--- config.mk ---
export PLATFORM = sky130hd
export DESIGN_NAME = cell_voltage_summary_frame_unit
export DESIGN_NICKNAME = d
export VERILOG_FILES = /design/src/hdl/cvsf_pkg.sv /design/src/hdl/cell_voltage_summary_frame_unit.sv
export SDC_FILE = /design/constraint.sdc
export NUM_CORES = 2
export LEC_CHECK = 0
export BUFFER_PORTS_ARGS = -buffer_cell sky130_fd_sc_hd__buf_2
export CORE_UTILIZATION = 55
export CTS_BUF_LIST = sky130_fd_sc_hd__clkbuf_4
export CTS_CLUSTER_DIAMETER = 80
export CTS_CLUSTER_SIZE = 30
export DETAILED_ROUTE_END_ITERATION = 8
export PLACE_DENSITY = 0.76
export SYNTH_ARGS = -nofsm -noshare
export SYNTH_HDL_FRONTEND = slang
export SYNTH_SLANG_ARGS = --single-unit
--- constraint.sdc ---
create_clock -name i_clk -period 5.9 [get_ports i_clk]
set_input_delay 0 -clock i_clk [delete_from_list [all_inputs] [get_ports i_clk]]
set_output_delay 0 -clock i_clk [all_outputs]
set_load 0.01 [all_outputs]
--- src/hdl/cvsf_pkg.sv ---
`default_nettype none
// ----------------------------------------------------------------------------
// Cell voltage summary frame - shared definitions
// Sizes, register map codes, reciprocal constants and the position label ROM.
// ----------------------------------------------------------------------------
package cvsf_pkg;

    // Pack geometry
    localparam logic [2:0] STACKS            = 3'd3;
    localparam logic [4:0] MODULES_PER_STACK = 5'd12;

    // Register map (index = paddr[3:2])
    localparam logic [1:0] REG_PACK_FLOOR   = 2'd0;
    localparam logic [1:0] REG_PACK_CEILING = 2'd1;
    localparam logic [1:0] REG_CELL_FLOOR   = 2'd2;
    localparam logic [1:0] REG_CELL_CEILING = 2'd3;

    // Reset values
    localparam logic [15:0] NO_VOLTAGE_LOW    = 16'hFFFF;
    localparam logic [15:0] PACK_CEILING_INIT = 16'hFFFF;
    localparam logic [7:0]  CELL_CEILING_INIT = 8'hFF;

    // raw / 10000 = (raw >> 4) / 625 ; 28-bit dividend, shift 38
    localparam logic [28:0] PACK_RECIP = 29'd439804652;
    localparam int          PACK_SHIFT = 38;
    // raw / 1000 = (raw >> 3) / 125 ; 13-bit dividend, shift 20
    localparam logic [13:0] CELL_RECIP = 14'd8389;
    localparam int          CELL_SHIFT = 20;

    // Snapshot of one scan, taken on the last reading
    typedef struct packed {
        logic [15:0] lowest;
        logic [15:0] highest;
        logic [1:0]  low_stack;
        logic [3:0]  low_module;
        logic [1:0]  high_stack;
        logic [3:0]  high_module;
        logic [18:0] pack_q;
    } t_snapshot;

    typedef logic [7:0] t_label_row [12];

    localparam t_label_row LABEL_ROW0 = '{8'd1, 8'd2, 8'd3, 8'd4, 8'd5, 8'd91,
                                          8'd6, 8'd7, 8'd8, 8'd9, 8'd10, 8'd92};
    localparam t_label_row LABEL_ROW1 = '{8'd11, 8'd12, 8'd13, 8'd14, 8'd15, 8'd93,
                                          8'd16, 8'd17, 8'd18, 8'd19, 8'd20, 8'd94};
    localparam t_label_row LABEL_ROW2 = '{8'd21, 8'd22, 8'd23, 8'd24, 8'd25, 8'd26,
                                          8'd27, 8'd28, 8'd29, 8'd30, 8'd31, 8'd32};

    // Position to channel label; unmapped positions give zero
    function automatic logic [7:0] label_of(input logic [1:0] stack,
                                            input logic [3:0] module_idx);
        logic [7:0] label;
        label = 8'd0;
        if (module_idx < 4'd12) begin
            unique case (stack)
                2'd0:    label = LABEL_ROW0[module_idx];
                2'd1:    label = LABEL_ROW1[module_idx];
                2'd2:    label = LABEL_ROW2[module_idx];
                default: label = 8'd0;
            endcase
        end
        return label;
    endfunction

endpackage
`default_nettype wire

--- src/hdl/cell_voltage_summary_frame_unit.sv ---
`default_nettype none
// ----------------------------------------------------------------------------
// Cell voltage summary frame unit
// Tracks cell voltage extremes over a scan and emits one clamped summary
// frame on the last reading.
// ----------------------------------------------------------------------------
// One cell reading is taken every clock cycle; busy stays low. The frame
// for a scan is on o_valid for a single cycle, once the reading marked
// last has passed through the pipeline; the receiver must take it then.
// Three register stages lie between the two: input
// capture, running min/max update with the pack voltage reciprocal multiply,
// then cell scaling, clamping and labels.
// The running compare is the loop that fixes the rate of one
// reading per cycle. Configuration is taken over APB with no wait states.
module cell_voltage_summary_frame_unit
    import cvsf_pkg::*;
(
    input  wire logic        i_clk,
    input  wire logic        i_rst_n,
    // command channel
    input  wire logic        start,
    output logic             busy,
    input  wire logic [15:0] i_cell_raw_voltage,
    input  wire logic        i_cell_enabled,
    input  wire logic [1:0]  i_stack_index,
    input  wire logic [3:0]  i_module_index,
    input  wire logic        i_last_cell,
    input  wire logic [31:0] i_pack_raw_voltage,
    // result channel
    output logic             o_valid,
    output logic [15:0]      o_pack_volts,
    output logic [7:0]       o_min_cell_decivolts,
    output logic [7:0]       o_min_cell_label,
    output logic [7:0]       o_max_cell_decivolts,
    output logic [7:0]       o_max_cell_label,
    output logic             o_bounds_flag,
    // configuration
    input  wire logic        psel,
    input  wire logic        penable,
    input  wire logic        pwrite,
    input  wire logic [3:0]  paddr,
    input  wire logic [31:0] pwdata,
    output logic [31:0]      prdata,
    output logic             pready
);

    // configuration registers
    logic [15:0] r_pack_floor;
    logic [15:0] r_pack_ceiling;
    logic [7:0]  r_cell_floor;
    logic [7:0]  r_cell_ceiling;

    // input stage
    logic        r_in_valid;
    logic [15:0] r_in_voltage;
    logic        r_in_enabled;
    logic [1:0]  r_in_stack;
    logic [3:0]  r_in_module;
    logic        r_in_last;
    logic [31:0] r_in_pack;

    // running scan state
    logic [15:0] r_lowest, n_lowest;
    logic [15:0] r_highest, n_highest;
    logic [1:0]  r_low_stack, n_low_stack;
    logic [3:0]  r_low_module, n_low_module;
    logic [1:0]  r_high_stack, n_high_stack;
    logic [3:0]  r_high_module, n_high_module;

    // snapshot stage
    logic        r_snap_valid;
    t_snapshot   r_snap, n_snap;

    // result stage
    logic        r_out_valid;
    logic [15:0] r_out_pack, n_out_pack;
    logic [7:0]  r_out_min, n_out_min;
    logic [7:0]  r_out_min_label;
    logic [7:0]  r_out_max, n_out_max;
    logic [7:0]  r_out_max_label;
    logic        r_out_flag, n_out_flag;

    logic        track;
    logic        frame_end;
    logic [56:0] pack_prod;
    logic [26:0] low_prod;
    logic [26:0] high_prod;
    logic [6:0]  low_q;
    logic [6:0]  high_q;
    logic        cfg_write;

    assign busy   = 1'b0;
    assign pready = 1'b1;

    // ---------------- configuration ----------------
    assign cfg_write = psel && penable && pwrite && pready;

    always_ff @(posedge i_clk) begin
        if (!i_rst_n) begin
            r_pack_floor   <= 16'd0;
            r_pack_ceiling <= PACK_CEILING_INIT;
            r_cell_floor   <= 8'd0;
            r_cell_ceiling <= CELL_CEILING_INIT;
        end else if (cfg_write) begin
            unique case (paddr[3:2])
                REG_PACK_FLOOR:   r_pack_floor   <= pwdata[15:0];
                REG_PACK_CEILING: r_pack_ceiling <= pwdata[15:0];
                REG_CELL_FLOOR:   r_cell_floor   <= pwdata[7:0];
                REG_CELL_CEILING: r_cell_ceiling <= pwdata[7:0];
                default:          r_cell_ceiling <= r_cell_ceiling;
            endcase
        end
    end

    always_comb begin
        unique case (paddr[3:2])
            REG_PACK_FLOOR:   prdata = {16'd0, r_pack_floor};
            REG_PACK_CEILING: prdata = {16'd0, r_pack_ceiling};
            REG_CELL_FLOOR:   prdata = {24'd0, r_cell_floor};
            REG_CELL_CEILING: prdata = {24'd0, r_cell_ceiling};
            default:          prdata = 32'd0;
        endcase
    end

    // ---------------- input stage ----------------
    always_ff @(posedge i_clk) begin
        if (!i_rst_n) begin
            r_in_valid <= 1'b0;
        end else begin
            r_in_valid <= start && !busy;
        end
    end

    always_ff @(posedge i_clk) begin
        r_in_voltage <= i_cell_raw_voltage;
        r_in_enabled <= i_cell_enabled;
        r_in_stack   <= i_stack_index;
        r_in_module  <= i_module_index;
        r_in_last    <= i_last_cell;
        r_in_pack    <= i_pack_raw_voltage;
    end

    // ---------------- running min/max ----------------
    // out-of-range positions take no part in tracking
    assign track = r_in_valid && r_in_enabled
                   && ({1'b0, r_in_stack} < STACKS)
                   && ({1'b0, r_in_module} < MODULES_PER_STACK);
    assign frame_end = r_in_valid && r_in_last;
    assign pack_prod = 57'(r_in_pack[31:4]) * 57'(PACK_RECIP);

    always_comb begin
        n_lowest      = r_lowest;
        n_low_stack   = r_low_stack;
        n_low_module  = r_low_module;
        n_highest     = r_highest;
        n_high_stack  = r_high_stack;
        n_high_module = r_high_module;
        // strict compares keep the first cell on ties
        if (track && (r_in_voltage < r_lowest)) begin
            n_lowest     = r_in_voltage;
            n_low_stack  = r_in_stack;
            n_low_module = r_in_module;
        end
        if (track && (r_in_voltage > r_highest)) begin
            n_highest     = r_in_voltage;
            n_high_stack  = r_in_stack;
            n_high_module = r_in_module;
        end
        n_snap.lowest      = n_lowest;
        n_snap.highest     = n_highest;
        n_snap.low_stack   = n_low_stack;
        n_snap.low_module  = n_low_module;
        n_snap.high_stack  = n_high_stack;
        n_snap.high_module = n_high_module;
        n_snap.pack_q      = pack_prod[PACK_SHIFT +: 19];
    end

    always_ff @(posedge i_clk) begin
        if (!i_rst_n || frame_end) begin
            // frame taken: start the next scan afresh
            r_lowest      <= NO_VOLTAGE_LOW;
            r_highest     <= 16'd0;
            r_low_stack   <= 2'd0;
            r_low_module  <= 4'd0;
            r_high_stack  <= 2'd0;
            r_high_module <= 4'd0;
        end else begin
            r_lowest      <= n_lowest;
            r_highest     <= n_highest;
            r_low_stack   <= n_low_stack;
            r_low_module  <= n_low_module;
            r_high_stack  <= n_high_stack;
            r_high_module <= n_high_module;
        end
    end

    always_ff @(posedge i_clk) begin
        if (!i_rst_n) begin
            r_snap_valid <= 1'b0;
        end else begin
            r_snap_valid <= frame_end;
        end
    end

    always_ff @(posedge i_clk) begin
        if (frame_end) begin
            r_snap <= n_snap;
        end
    end

    // ---------------- scaling, clamping, labels ----------------
    assign low_prod  = 27'(r_snap.lowest[15:3]) * 27'(CELL_RECIP);
    assign high_prod = 27'(r_snap.highest[15:3]) * 27'(CELL_RECIP);
    assign low_q     = low_prod[CELL_SHIFT +: 7];
    assign high_q    = high_prod[CELL_SHIFT +: 7];

    always_comb begin
        n_out_flag = 1'b0;

        // floor first; floor > ceiling: under floor gets floor, else ceiling
        if (r_snap.pack_q < {3'd0, r_pack_floor}) begin
            n_out_pack = r_pack_floor;
            n_out_flag = 1'b1;
        end else if (r_snap.pack_q > {3'd0, r_pack_ceiling}) begin
            n_out_pack = r_pack_ceiling;
            n_out_flag = 1'b1;
        end else begin
            n_out_pack = r_snap.pack_q[15:0];
        end

        if ({1'b0, low_q} < r_cell_floor) begin
            n_out_min  = r_cell_floor;
            n_out_flag = 1'b1;
        end else if ({1'b0, low_q} > r_cell_ceiling) begin
            n_out_min  = r_cell_ceiling;
            n_out_flag = 1'b1;
        end else begin
            n_out_min = {1'b0, low_q};
        end

        if ({1'b0, high_q} < r_cell_floor) begin
            n_out_max  = r_cell_floor;
            n_out_flag = 1'b1;
        end else if ({1'b0, high_q} > r_cell_ceiling) begin
            n_out_max  = r_cell_ceiling;
            n_out_flag = 1'b1;
        end else begin
            n_out_max = {1'b0, high_q};
        end
    end

    always_ff @(posedge i_clk) begin
        if (!i_rst_n) begin
            r_out_valid <= 1'b0;
        end else begin
            r_out_valid <= r_snap_valid;
        end
    end

    always_ff @(posedge i_clk) begin
        if (r_snap_valid) begin
            r_out_pack      <= n_out_pack;
            r_out_min       <= n_out_min;
            r_out_min_label <= label_of(r_snap.low_stack, r_snap.low_module);
            r_out_max       <= n_out_max;
            r_out_max_label <= label_of(r_snap.high_stack, r_snap.high_module);
            r_out_flag      <= n_out_flag;
        end
    end

    assign o_valid              = r_out_valid;
    assign o_pack_volts         = r_out_pack;
    assign o_min_cell_decivolts = r_out_min;
    assign o_min_cell_label     = r_out_min_label;
    assign o_max_cell_decivolts = r_out_max;
    assign o_max_cell_label     = r_out_max_label;
    assign o_bounds_flag        = r_out_flag;

endmodule
`default_nettype wire

======== Yosys cells after proc, flatten, opt, wreduce, memory -nomap -nowiden ========
Memory sizes are Yosys's and may differ from the RTL's.
Cells that the tools add are included.
Widths: inputs -> output; s select.
storage, ports and cells
  memories kept ........................... 6
  output and inout port bits .............. 84
  register bits after elaboration ......... 263
  memory bits (read-only) ................. 768
  bits of input ports ..................... 98
  logic and storage cells ................. 110
cells by class
  bitwise gates (word level) .............. 2
  $mul .................................... 3
  eq/ne operators ......................... 7
  reduce and logical (&&, ||, !) cells .... 18
  mux-type cells .......................... 28
  $lt $le $gt $ge ......................... 14
memories
  name              words  width  rd ports  clocked after memory_dff  wr ports  RTL line        text
  (name not given)  16     8      1         0                         0         cvsf_pkg.sv:59  2'd2: label = LABEL_ROW2[module_idx];
  (name not given)  16     8      1         0                         0         cvsf_pkg.sv:58  2'd1: label = LABEL_ROW1[module_idx];
  (name not given)  16     8      1         0                         0         cvsf_pkg.sv:57  2'd0: label = LABEL_ROW0[module_idx];
  (name not given)  16     8      1         0                         0         cvsf_pkg.sv:59
  (name not given)  16     8      1         0                         0         cvsf_pkg.sv:58
  (name not given)  16     8      1         0                         0         cvsf_pkg.sv:57
operator list
  operator                count
  $mux 8                  16
  $pmux 32 s4             1
  $mux 16                 4
  $mul 28x27->55 const B  1
  $mul 13x14->27 const B  2
  $pmux 8 s3              2
  $gt 19x16->1            1
  $lt 19x16->1            1
  $gt 16x16->1            1
  $gt 7x8->1              2
  $lt 16x16->1            1
  $lt 7x8->1              2
  $lt 4x4->1 const B      3
  $ge 5x5->1 const B      2
  $not 4->5               2
  $eq 2x2->1 const B      4
  $logic_and 1x1->1       8
  $mux 4                  2
  $reduce_and 2->1        4
  $eq 2x1->1 const B      3
  $logic_not 2->1         3
  $reduce_or 5->1         1
  $mux 2                  2
  $lt 2x2->1 const B      1
  other kinds (3)         3

======== Longest topological paths before layout ========
  depth in word-level cells ............... 5
  mapped depth ............................ 30
  depth with buffers taken out ............ 29

======== Worst setup path after synthesis ========
OpenSTA, ideal clock, no wires.
  path kind ............................... flip-flop to flip-flop
  start ................................... reg r_in_pack[18]
  end ..................................... reg r_snap[14] in the netlist's numbering, data pin
  clock period less this slack ............ 6367 ps
  library setup time ...................... 258 ps
  data required time ...................... 5642 ps
  data arrival time ....................... 6109 ps
  setup slack ............................. -467 ps
  cell stages (with the launch flop) ...... 22
  cell sequence ........................... dfxtp_1 > ha_1 > inv_1 > fa_1 > inv_1 > fa_1 > fa_1 > fa_1 > fa_1 > inv_1 > fa_1 > inv_1 > ha_1 > a21oi_1 > nor3b_1 > o31ai_1 > o211a_1 > a31o_2 > o221a_2 > or3b_2 > a21oi_1 > xnor2_1
between the ends
  cells in the longest elaborated chain, start to end .. 1
ends and longest elaborated chain
  item                      RTL line                                text
  start: declaration        cell_voltage_summary_frame_unit.sv:60   logic [31:0] r_in_pack;
  start signal: assignment  cell_voltage_summary_frame_unit.sv:140  r_in_pack <= i_pack_raw_voltage;
  $mul 28x27->55            cell_voltage_summary_frame_unit.sv:149  assign pack_prod = 57'(r_in_pack[31:4]) * 57'(PACK_RECIP);
  named net pack_prod[52]   cell_voltage_summary_frame_unit.sv:85   logic [56:0] pack_prod;
  end signal: assignment    cell_voltage_summary_frame_unit.sv:207  r_snap <= n_snap;
  end: declaration          cell_voltage_summary_frame_unit.sv:72   t_snapshot r_snap, n_snap;
The timed path passes the listed nets, and every way through them passes these cells.
A chain may end at the register's enable or synchronous reset.

======== Worst setup path in the final report ========
  start ................................... reg r_in_pack[16]
  end ..................................... reg r_snap[14] in the netlist's numbering, data pin
Same word-level chain as after synthesis.

==> metrics.cfg <==
[run_status]
outcome = finished with violations
violations = negative setup slack

[yosys]
netlist_area_mm2 = 0.0291
synth.avg_cell_area_um2 = 9.99
synthTopCellsByCount = 774 x inv_1, 536 x ha_1, 373 x fa_1
synth_top_cells_by_area = fa_1 26%, ha_1 23%, edfxtp_1 11%
synth-edff-count = 104
ys_warn_count = 0
ys_types = 69
ys_seq_elements = 251
synthArstFlopShare = 0
ys_seq_area_frac = 0.208
synth_top_area_share = 0.256
synth_cells = 2917
synthFlopType = dfxtp_1
synth.most_common_cell = inv_1
synth_area_leader_cell = fa_1

[routing]
vias = 22200
drtIter0Drc = 1231
drt-pass1-iter-count = 5
vias_per_cell = 5.34
wirelength_mm = 78.7
antenna_left = 0
drcViolationCount = 0
wire_per_inst_um = 18.9

[cts]
clk_pin_slew_ns = 0.25
insertion_delay_ns = 0.83
cts_tree = yes
htreeDepth = 1
clockBufferDepth = 3
clock-sinks = 251
cts_root_buffer = clkbuf_4
cts_buffers = 17

[job]
cap_violations = 0

[floorplan]
die_height_um = 232
die-width_um = 232
initial_core_util = 0.556
die_area_mm2 = 0.0539
core_mm2 = 0.0524
pin_count = 182
rows = 84

[sta]
hold_viol = 0
fin_ws_ns = -0.447
timing.fmax_mhz = 158
max_slew.worst_pin.slew_ns = 1.13
tns_ns = -5.53
drv_slew = 0
min_period_ns = 6.35
finalClockSkew_ns = 0.0761
setup_viol = 24
rsz0062_at_grt = yes
max_slew_margin = 0.247
fin_crit_sh = 1.08

[worst_setup_path]
worst_setup_path_end_kind = register
required_ns = 6.52
arrival_ns = 6.97
path_max_fanout = 4
path_class = register to register
critPathLaunchType = register

[cells_and_area]
final_area_mm2 = 0.0358
post-route-util = 0.683
syn2layout_area_growth_pct = 22.9
nets = 4462
drive_gt1_frac = 0.207

[grt]
antenna_found_initial = 2
grt_pass1_wl_mm = 123
grt_max_degree = 58
first_global_vias = 23400
overflow = 0
grt_util_all_layers = 0.295

[placement]
place_area_mm2 = 0.0324
dp_slack_ns = -0.551
hpwl_mm = 63.7
io_buffers = 139
gp_congestion = 0.994

[min_path]
hp-class = input pin to register

final timing paths:
kind / start / to / slack, ns / depth (start not counted)
setup / recovery: r_in_pack[16]$_DFF_P_ / r_snap[14]$_DFFE_PP_ / -0.45 / 22
hold / removal: pwrite / r_cell_ceiling[6]$_SDFFE_PN1P_ / 0.1 / 5
setup reg to reg: r_in_pack[16]$_DFF_P_ / r_snap[14]$_DFFE_PP_ / -0.45 / 22
hold reg to reg: register / register / 0.49 / 2
sequential cells by signal (all words and copies together) (netlist names), 8 cells and up, named ones only:
signal and flops:
o_min_cell_decivolts 8, r_pack_ceiling 16, r_cell_ceiling 8, r_pack_floor 16, r_lowest 13, r_in_voltage 16
o_pack_volts 16, r_in_pack 28, r_snap 57, o_max_cell_decivolts 8, r_cell_floor 8, r_highest 13
per-stage QoR:
stage,cells,hold slack (ns)
2_1_floorplan,2935,0.0277
3_3_place_gp,3917,0.102
3_5_place_dp,3917,0.104
4_1_cts,4129,0.0303
5_1_grt,4155,0.0831
6_report,4155,0.0969
per-layer routing:
metal / track usage / wire [µm] / vias up
li1: - / - / 10400
met1: 0.399 / 33800 / 11000
met2: 0.497 / 37800 / 655
met3: 0.0430 / 5090 / 110
met4: 0.0699 / 1930 / 2
met5: 0 / 8 / -
critical path, stage by stage, from the launching register on:
cell and delay (ns):
dfxtp_4 0.42, ha_4 0.29, inv_4 0.05, fa_1 0.52, inv_1 0.05, fa_1 0.50
fa_1 0.54, fa_1 0.52, fa_1 0.54, inv_1 0.05, fa_1 0.49, inv_2 0.05
ha_4 0.27, buf_4 0.10, nand4_1 0.16, nor3_4 0.24, nand3_2 0.14, a211o_4 0.33
a31o_4 0.27, o221a_4 0.21, or3b_4 0.24, a21oi_2 0.05, xnor2_1 0.12
layout make-up:
type | count | area (µm²)
clock inverter | 13 | 190
multi-input combinational | 1833 | 21100
clock buffer | 17 | 128
sequential | 251 | 6150
timing repair buffer | 577 | 4470
tap | 688 | 861
antenna | 1 | 2.50
fill | 3850 | 16600
inverter | 775 | 2920
cells by family (layout without fill, tap and decap cells):
logic type               Yosys count  count (layout)  share of synthesized area
AO/OA/AOI/OAI                    373             373                     0.0811
XOR/XNOR                          35              35                     0.0105
adder cells (fa/ha/maj)          909             909                      0.486
buffers and inverters            851            1382                      0.113
flip-flops                       251             251                      0.208
multiplexers                      79              79                     0.0333
other                              2              21                   0.000258
AND/OR/NAND/NOR                  417             417                     0.0677
layout by cell type, fill, tap and decap left out, drive strengths merged, types with 15 or more instances in the layout:
master and instances:
nand2 159, nand3 47, clkbuf 17, dfxtp 147
nand2b 22, dlygate4sd3 155, a21o 45, o211ai 32
nor2b 23, inv 781, mux2 22, nor2 76
and2 16, mux2i 49, edfxtp 104, fa 373
conb 20, a21oi 108, buf 422, o21ai 90
ha 536, xnor2 21, a21boi 16, nand4 21
nor3 15
what timing repair did:
action                                 in CTS  in global routing
buffers inserted                           29                 29
hold buffers                              155                  0
pin swaps                                  97                101
setup endpoints to repair                  34                 34
endpoints found under the hold margin     103                  0
gates resized for setup                    96                130
Power is not shown: default switching activity piles up to over one toggle a cycle in this logic, so the estimate is an artifact.
